`config.mk`:
```
export PLATFORM = sky130hd
export DESIGN_NAME = ordered_dither_rgb333_reduce_unit
export DESIGN_NICKNAME = d
export VERILOG_FILES = /design/src/hdl/odr333_pkg.sv /design/src/hdl/odr333_phase.sv /design/src/hdl/odr333_chan.sv /design/src/hdl/ordered_dither_rgb333_reduce_unit.sv
export VERILOG_INCLUDE_DIRS = /design/src /design/src/hdl
export SDC_FILE = /design/constraint.sdc
export NUM_CORES = 1
export LEC_CHECK = 0
export ABC_AREA = 1
export BUFFER_PORTS_ARGS = -buffer_cell sky130_fd_sc_hd__clkbuf_2
export CAP_MARGIN = 20
export CORE_MARGIN = 2
export CORE_UTILIZATION = 29
export CTS_CLUSTER_SIZE = 25
export DETAILED_ROUTE_END_ITERATION = 8
export HOLD_SLACK_MARGIN = 0.15
export SLEW_MARGIN = 5
export SYNTH_ARGS = -nofsm -noshare
export SYNTH_HDL_FRONTEND = slang
export SYNTH_SLANG_ARGS = --single-unit
```
`constraint.sdc`:
```
create_clock -name clk -period 6.2 [get_ports clk]
set_clock_uncertainty 0.05 [all_clocks]
set_input_delay 0.62 -clock clk [delete_from_list [all_inputs] [get_ports clk]]
set_output_delay 0.62 -clock clk [all_outputs]
set_load 0.01 [all_outputs]
```
`src/hdl/ordered_dither_rgb333_reduce_unit_assert.svh`:
```
// assertion macros for the ordered dither reducer
// each macro takes a label, an antecedent and a consequent
`ifndef ORDERED_DITHER_RGB333_REDUCE_UNIT_ASSERT_SVH
`define ORDERED_DITHER_RGB333_REDUCE_UNIT_ASSERT_SVH

// same-cycle implication
`define ODR_ASSERT_IMP(lbl, ante, cons) \
  lbl: assert property (@(posedge clk) disable iff (!rst_n) (ante) |-> (cons)) \
    else $error("odr333 assertion failed");

// next-cycle implication
`define ODR_ASSERT_NXT(lbl, ante, cons) \
  lbl: assert property (@(posedge clk) disable iff (!rst_n) (ante) |=> (cons)) \
    else $error("odr333 assertion failed");

`endif

```
`src/hdl/odr333_pkg.sv`:
```
`default_nettype none

package odr333_pkg;

  localparam int MAX_LINE_WIDTH_DEF = 4096;

  // configuration port
  localparam int CFG_IDX_W    = 8;
  localparam int LINE_WIDTH_W = 13;
  localparam logic [CFG_IDX_W-1:0] REG_DITHER_ENABLE = 8'd0;
  localparam logic [CFG_IDX_W-1:0] REG_LINE_WIDTH    = 8'd1;
  localparam logic [LINE_WIDTH_W-1:0] LINE_WIDTH_RST = 13'd256;
  // largest line width the 13-bit register can express
  localparam int LINE_WIDTH_CAP = 8191;

  // signed product c*(2k-63) fits in 15 bits
  localparam int PROD_W = 15;
  // floor(x/1008) as (x*DIV_RECIP) >> DIV_SHIFT, exact for x below 17073
  localparam logic [PROD_W-1:0] DIV_RECIP = 15'd16645;
  localparam int DIV_SHIFT = 24;
  localparam logic [PROD_W-1:0] DIV_BIAS = 15'd1007;
  localparam int QUOT_W = 6;

  localparam logic [5:0] BAYER_RANK [64] = '{
    6'd0,  6'd32, 6'd8,  6'd40, 6'd2,  6'd34, 6'd10, 6'd42,
    6'd48, 6'd16, 6'd56, 6'd24, 6'd50, 6'd18, 6'd58, 6'd26,
    6'd12, 6'd44, 6'd4,  6'd36, 6'd14, 6'd46, 6'd6,  6'd38,
    6'd60, 6'd28, 6'd52, 6'd20, 6'd62, 6'd30, 6'd54, 6'd22,
    6'd3,  6'd35, 6'd11, 6'd43, 6'd1,  6'd33, 6'd9,  6'd41,
    6'd51, 6'd19, 6'd59, 6'd27, 6'd49, 6'd17, 6'd57, 6'd25,
    6'd15, 6'd47, 6'd7,  6'd39, 6'd13, 6'd45, 6'd5,  6'd37,
    6'd63, 6'd31, 6'd55, 6'd23, 6'd61, 6'd29, 6'd53, 6'd21
  };

  typedef struct packed {
    logic [7:0] red;
    logic [7:0] green;
    logic [7:0] blue;
    logic       frame_start;
  } in_beat_t;

  typedef struct packed {
    logic [8:0]  color_index;
    logic [18:0] reduced_color;
  } out_beat_t;

  // threshold matrix position of the pixel being accepted
  typedef struct packed {
    logic [2:0] row;
    logic [2:0] col;
  } phase_t;

endpackage

`default_nettype wire

```
`src/hdl/odr333_phase.sv`:
```
`default_nettype none

module odr333_phase #(
  parameter int MAX_LINE_WIDTH = odr333_pkg::MAX_LINE_WIDTH_DEF
) (
  input  logic                                clk,
  input  logic                                rst_n,
  input  logic                                accept,
  input  logic                                frame_start,
  input  logic [odr333_pkg::LINE_WIDTH_W-1:0] line_width,
  output odr333_pkg::phase_t                  phase
);
  import odr333_pkg::*;

  localparam int WMAX  = (MAX_LINE_WIDTH < LINE_WIDTH_CAP) ? MAX_LINE_WIDTH : LINE_WIDTH_CAP;
  localparam int COL_W = $clog2(WMAX);

  logic [COL_W-1:0]        col_r, col_nxt;
  logic [2:0]              row_r, row_nxt;
  logic [COL_W-1:0]        col_cur;
  logic [2:0]              row_cur;
  logic [LINE_WIDTH_W-1:0] width_eff;
  logic [LINE_WIDTH_W-1:0] col_inc;

  always_comb begin
    col_cur = frame_start ? '0 : col_r;
    row_cur = frame_start ? '0 : row_r;
    // zero width acts as one, oversize widths saturate
    if (line_width == '0) begin
      width_eff = LINE_WIDTH_W'(1);
    end else if (line_width > LINE_WIDTH_W'(WMAX)) begin
      width_eff = LINE_WIDTH_W'(WMAX);
    end else begin
      width_eff = line_width;
    end
    col_inc = LINE_WIDTH_W'(col_cur) + LINE_WIDTH_W'(1);
    if (col_inc >= width_eff) begin
      col_nxt = '0;
      row_nxt = row_cur + 3'd1;
    end else begin
      col_nxt = col_inc[COL_W-1:0];
      row_nxt = row_cur;
    end
  end

  assign phase.row = row_cur;
  assign phase.col = col_cur[2:0];

  always_ff @(posedge clk) begin
    if (!rst_n) begin
      col_r <= '0;
      row_r <= '0;
    end else if (accept) begin
      col_r <= col_nxt;
      row_r <= row_nxt;
    end
  end

endmodule

`default_nettype wire

```
`src/hdl/odr333_chan.sv`:
```
`default_nettype none

module odr333_chan (
  input  logic                                 dither_en,
  input  logic [7:0]                           chan_in,
  input  logic signed [odr333_pkg::PROD_W-1:0] prod,
  output logic [7:0]                           chan_out
);
  import odr333_pkg::*;

  logic              neg;
  logic [PROD_W-1:0] mag;
  logic [2*PROD_W-1:0] scaled;
  logic [QUOT_W-1:0] qmag;
  logic [9:0]        q_u;
  logic [9:0]        q_s;
  logic [9:0]        sum;

  always_comb begin
    neg = prod[PROD_W-1];
    // negative side rounds toward minus infinity: -ceil(|p|/1008)
    mag = neg ? (~prod + DIV_BIAS + PROD_W'(1)) : prod;
    scaled = (2*PROD_W)'(mag) * (2*PROD_W)'(DIV_RECIP);
    qmag = scaled[DIV_SHIFT +: QUOT_W];
    q_u = {4'b0000, qmag};
    q_s = neg ? (~q_u + 10'd1) : q_u;
    sum = {2'b00, chan_in} + q_s;
    if (!dither_en) begin
      chan_out = chan_in;
    end else if (sum[9]) begin
      chan_out = 8'd0;
    end else if (sum[8]) begin
      chan_out = 8'd255;
    end else begin
      chan_out = sum[7:0];
    end
  end

endmodule

`default_nettype wire

```
`src/hdl/ordered_dither_rgb333_reduce_unit.sv`:
```
// ordered dither rgb888 to rgb333 reducer
// path: each input beat passes the product register, then the result register
// throughput: one pixel per cycle; stall on the result side backs up through both stages
// reset: pipeline empty, column and row phase zero, dither on, line width 256
`default_nettype none

module ordered_dither_rgb333_reduce_unit #(
  parameter int MAX_LINE_WIDTH = odr333_pkg::MAX_LINE_WIDTH_DEF
) (
  input  logic                                clk,
  input  logic                                rst_n,
  input  logic                                in_valid,
  output logic                                in_stall,
  input  odr333_pkg::in_beat_t                in_data,
  output logic                                out_valid,
  input  logic                                out_stall,
  output odr333_pkg::out_beat_t               out_data,
  input  logic                                cfg_valid,
  output logic                                cfg_ready,
  input  logic [odr333_pkg::CFG_IDX_W-1:0]    cfg_index,
  input  logic [odr333_pkg::LINE_WIDTH_W-1:0] cfg_data
);
  import odr333_pkg::*;

  logic                    dither_enable_r;
  logic [LINE_WIDTH_W-1:0] line_width_r;

  logic      in_accept;
  logic      s1_adv;
  logic      s1_valid_r, s1_valid_nxt;
  logic      out_valid_r, out_valid_nxt;
  out_beat_t out_beat_r, out_beat_nxt;

  phase_t            phase;
  logic [5:0]        rank;
  logic signed [7:0] offs;
  logic [7:0]        chan_c [3];
  logic signed [PROD_W-1:0] prod_c [3];
  logic signed [16:0]       prod_full [3];
  logic [7:0]               s1_chan_r [3];
  logic signed [PROD_W-1:0] s1_prod_r [3];
  logic [7:0]               chan_d [3];
  logic [8:0]               out_index_chk;

  assign cfg_ready = 1'b1;

  always_ff @(posedge clk) begin
    if (!rst_n) begin
      dither_enable_r <= 1'b1;
      line_width_r    <= LINE_WIDTH_RST;
    end else if (cfg_valid && cfg_ready) begin
      unique case (cfg_index)
        REG_DITHER_ENABLE: dither_enable_r <= cfg_data[0];
        REG_LINE_WIDTH:    line_width_r    <= cfg_data;
        default: ;
      endcase
    end
  end

  // stage 1 takes a beat when empty or when it hands its beat on
  assign s1_adv    = s1_valid_r && !(out_valid_r && out_stall);
  assign in_stall  = s1_valid_r && !s1_adv;
  assign in_accept = in_valid && !in_stall;

  assign s1_valid_nxt  = in_accept | (s1_valid_r & ~s1_adv);
  assign out_valid_nxt = s1_adv | (out_valid_r & out_stall);

  odr333_phase #(
    .MAX_LINE_WIDTH(MAX_LINE_WIDTH)
  ) u_phase (
    .clk         (clk),
    .rst_n       (rst_n),
    .accept      (in_accept),
    .frame_start (in_data.frame_start),
    .line_width  (line_width_r),
    .phase       (phase)
  );

  assign chan_c[0] = in_data.red;
  assign chan_c[1] = in_data.green;
  assign chan_c[2] = in_data.blue;

  // c * (2k - 63) per channel, registered before the reciprocal multiply
  always_comb begin
    rank = BAYER_RANK[{phase.row, phase.col}];
    offs = $signed({1'b0, rank, 1'b0}) - 8'sd63;
    for (int i = 0; i < 3; i++) begin
      prod_full[i] = $signed({1'b0, chan_c[i]}) * offs;
      prod_c[i]    = prod_full[i][PROD_W-1:0];
    end
  end

  always_ff @(posedge clk) begin
    if (in_accept) begin
      for (int i = 0; i < 3; i++) begin
        s1_chan_r[i] <= chan_c[i];
        s1_prod_r[i] <= prod_c[i];
      end
    end
  end

  for (genvar g = 0; g < 3; g++) begin : g_chan
    odr333_chan u_chan (
      .dither_en (dither_enable_r),
      .chan_in   (s1_chan_r[g]),
      .prod      (s1_prod_r[g]),
      .chan_out  (chan_d[g])
    );
  end

  always_comb begin
    out_beat_nxt.color_index   = {chan_d[0][7:5], chan_d[1][7:5], chan_d[2][7:5]};
    out_beat_nxt.reduced_color = {chan_d[0][7:5], 5'b00000, chan_d[1][7:5], 5'b00000,
                                  chan_d[2][7:5]};
  end

  always_ff @(posedge clk) begin
    if (!rst_n) begin
      s1_valid_r  <= 1'b0;
      out_valid_r <= 1'b0;
    end else begin
      s1_valid_r  <= s1_valid_nxt;
      out_valid_r <= out_valid_nxt;
    end
  end

  always_ff @(posedge clk) begin
    if (s1_adv) begin
      out_beat_r <= out_beat_nxt;
    end
  end

  assign out_valid = out_valid_r;
  assign out_data  = out_beat_r;

  assign out_index_chk = {out_beat_r.reduced_color[18:16], out_beat_r.reduced_color[10:8],
                          out_beat_r.reduced_color[2:0]};

`include "ordered_dither_rgb333_reduce_unit_assert.svh"

  // a stall at the input only comes from a full pipe held at the output
  `ODR_ASSERT_IMP(a_stall_full, in_stall, s1_valid_r && out_valid_r && out_stall)
  // a beat leaving stage 1 shows up at the output
  `ODR_ASSERT_NXT(a_adv_lands, s1_adv, out_valid_r)
  // index and colour word carry the same bits
  `ODR_ASSERT_IMP(a_pack_match, out_valid_r, out_beat_r.color_index == out_index_chk)

endmodule

`default_nettype wire
```
==> flow_metrics.tcl <==
set metrics [dict create \
    synth_edf_count 75 \
    seq_area_frac_synth 0.151 \
    hold_depth 3 \
    layout_min_cycle_time_ns 6.07 \
    r2r_slack_ns 0.13 \
    critPathArrivalTime_ns 6.15 \
    final_util 0.348 \
    grtUsageTotal 0.136 \
    fillers 6793 \
    cts_root_buffer "clkbuf_16" \
    p_total_uw 12000 \
    dieHeight_um 261 \
    drtAntennaViolNets 0 \
    tritoncts "done" \
    numCtsBuffers 9 \
    via_per_inst 4.52 \
    cap_viol_max_count 0 \
    cellPowerDensity_nw_per_um2 526 \
    reg2reg_to "out_data[19]" \
    grt_overflow 0 \
    syn_inst 2463 \
    antenna_found_initial 9 \
    drv_slew 0 \
    synth_area_leaders "ha_1 27%, fa_1 14%, edfxtp_1 12%" \
    synth_top_cell_by_area "ha_1" \
    p_leak_uw 0.0120 \
    worstHoldStart "cfg_data[8]" \
    die_area_sq_um 67900 \
    yosys_warnings 0 \
    synth_area_sq_um 19100 \
    drtIter0Drc 702 \
    synthArstFlopShare 0 \
    fmax_mhz 165 \
    cts.sinks 106 \
    hp-class "in -> reg" \
    portBuffers 70 \
    path_max_fanout 3 \
    final_nets 3244 \
    crit_top_cell "nand3_2" \
    yosysUniqueCellTypes 55 \
    initial_utilization 0.291 \
    synth_flop_cell "edfxtp_1" \
    setup_viol 0 \
    critPathSlowestCell "fa_1" \
    postLayoutCellArea_sq_um 22800 \
    hold_end "line_width_r[8]" \
    status "completed" \
    slowest_delay_ns 0.51 \
    cts_buffer_depth 2 \
    io_pins 82 \
    row_count 94 \
    rr_worst_depth 35 \
    dp.cells 3466 \
    r2r-start "s1_prod_r[0][34]" \
    drc_errors 0 \
    crit_required_ns 6.28 \
    clk_pin_slew_worst_paths_ns 0.09 \
    coreArea_sq_um 65500 \
    grt_max_degree 68 \
    drive_gt1_frac 0.193 \
    synth_seq_cells 106 \
    end_kind "flip-flop" \
    routed_wire_length_per_instance_um 13.2 \
    syn_area_per_cell_sq_um 7.75 \
    criticalPathCategory "reg -> reg" \
    dp_hpwl_um 38600 \
    fp.dieW_um 261 \
    startpoint_type "flip-flop" \
    wirelength_um 46400 \
    area_growth_pct 19.4 \
    place.gp.congestion 0.889 \
    first_pass_iters 5 \
    clock_latency_ns 0.38 \
    grt_pass1_vias 15400 \
    ir_drop_mv 0.331 \
    finalNonFillerCells 3519 \
    final.period_utilization 0.979 \
    tightest_slew_ns 0.942 \
    finalHoldViolCount 0 \
    htree_levels 3 \
    timing.hold.ws_ns 0.389 \
    rsz0062_at_grt "true" \
    vias 15900 \
    grt_pass1_wl_um 74400 \
    synth_top_area_share 0.269 \
    postPlaceCellArea_sq_um 21100 \
    timing.slew.headroom 0.372 \
    holdBufCountCts 0 \
]
[power breakdown]
group          total [uW]  internal, uW  switching (uW)
clock network         601           288             313
logic               10400          4490            5920
registers             972           897            75.2
[worst max path at each step]
stage,from,to,slack (ns),depth (start not counted)
2_1_floorplan,s1_prod_r[0][19],out_data[24],0.09,38
3_3_place_gp,s1_prod_r[0][4],out_data[27],-0.07,38
3_5_place_dp,s1_prod_r[0][4],out_data[26],-0.10,38
4_1_cts,s1_prod_r[0][19],out_data[22],0.01,38
5_1_grt,s1_prod_r[0][34],out_data[21],-0.16,37
6_report,s1_prod_r[0][34],out_data[19],0.13,35
[cells by family after synthesis]
family                   Yosys count  synth area share
flip-flops                       106             0.151
other                              2          0.000394
AND/OR/NAND/NOR                  977             0.225
adder cells (fa/ha/maj)          546             0.411
XOR/XNOR                          92            0.0422
AO/OA/AOI/OAI                    215            0.0614
buffers and inverters            525             0.110
[stage by stage]
step                      setup WS, ns  setup TNS (ns)
after global placement         -0.0727          -0.304
after detailed placement        -0.103          -0.794
after global routing            -0.164          -0.920
after CTS                       0.0125               0
after floorplan                 0.0913               0
final                            0.130               0
[worst max-delay path: cells and delay by family (launching register included)]
kind | cells | cell delay [ns]
AO/OA/AOI/OAI | 2 | 0.39
XOR/XNOR | 3 | 0.58
adder cells (fa/ha/maj) | 8 | 2.37
buffers and inverters | 7 | 0.52
flip-flops | 1 | 0.39
AND/OR/NAND/NOR | 15 | 1.53
[layout by cell type, fill, tap and decap left out, drive strengths merged, types with 5 or more instances in the layout]
cell and n:
a211oi 7, a21o 10, a21oi 110, a22oi 7
buf 142, clkbuf 79, clkinv 7, conb 11
dfxtp 31, edfxtp 75, fa 135, ha 411
inv 477, nand2 538, nand3 102, nand3b 9
nand4 31, nor2 264, nor3 8, nor4 6
o21ai 71, or2 5, xnor2 44, xor2 48
[sequential cells by signal, indices dropped and copies added, names as in the netlist]
register,flops
out_valid,1
s1_valid_r,1
s1_chan_r,21
line_width_r,13
u_phase.col_r,12
out_data,9
s1_prod_r,45
dither_enable_r,1
u_phase.row_r,3
[layer usage]
| metal | up-vias | wire length (um) | global-route usage | share of wire |
|---|---|---|---|---|
| met2 | 198 | 21800 | 0.225 | 0.47 |
| li1 | 8197 | - | - | - |
| met4 | 12 | 809 | 0.0316 | 0.017 |
| met1 | 7459 | 22000 | 0.185 | 0.47 |
| met5 | - | 73 | 0 | 0.0016 |
| met3 | 49 | 1720 | 0.0208 | 0.037 |
[what timing repair did]
action | CTS | global route
pin swaps | 3 | 127
buffers inserted | 2 | 32
endpoints found under the setup margin | 9 | 9
resized for setup | 9 | 235
[cell type report]
cell class | instances | area, sq um | share of cell area
Clock buffer | 9 | 225 | 0.00988
Antenna cell | 3 | 7.51 | 0.000329
Timing Repair Buffer | 212 | 1430 | 0.0628
Sequential cell | 106 | 2870 | 0.126
Multi-Input combinational cell | 1841 | 15300 | 0.671
Tap cell | 864 | 1080 | 0.0474
Inverter | 477 | 1790 | 0.0787
Clock inverter | 7 | 78.8 | 0.00346
[cells in the mapped netlist (3+ instances only)]
library cell / instances
o21ai_1: 3
o21ai_0: 67
nor4_1: 6
nor2_4: 3
nand2_1: 502
fa_1: 135
a211oi_1: 7
nand4_1: 28
ha_1: 411
xnor2_1: 44
a22oi_1: 7
a21oi_1: 109
nand2_4: 4
inv_2: 6
clkbuf_1: 17
xor2_1: 48
nor2_2: 9
dfxtp_1: 31
nand3_1: 92
or2_2: 5
nand3b_1: 9
nand2_2: 30
nand3_2: 8
nor3_1: 7
buf_4: 23
buf_2: 3
and2_1: 3
a21o_1: 10
nor2_1: 252
a31oi_1: 4
edfxtp_1: 75
inv_1: 467
buf_6: 3
clkinv_1: 4
No activity file was read; power rests on OpenSTA's default activity.
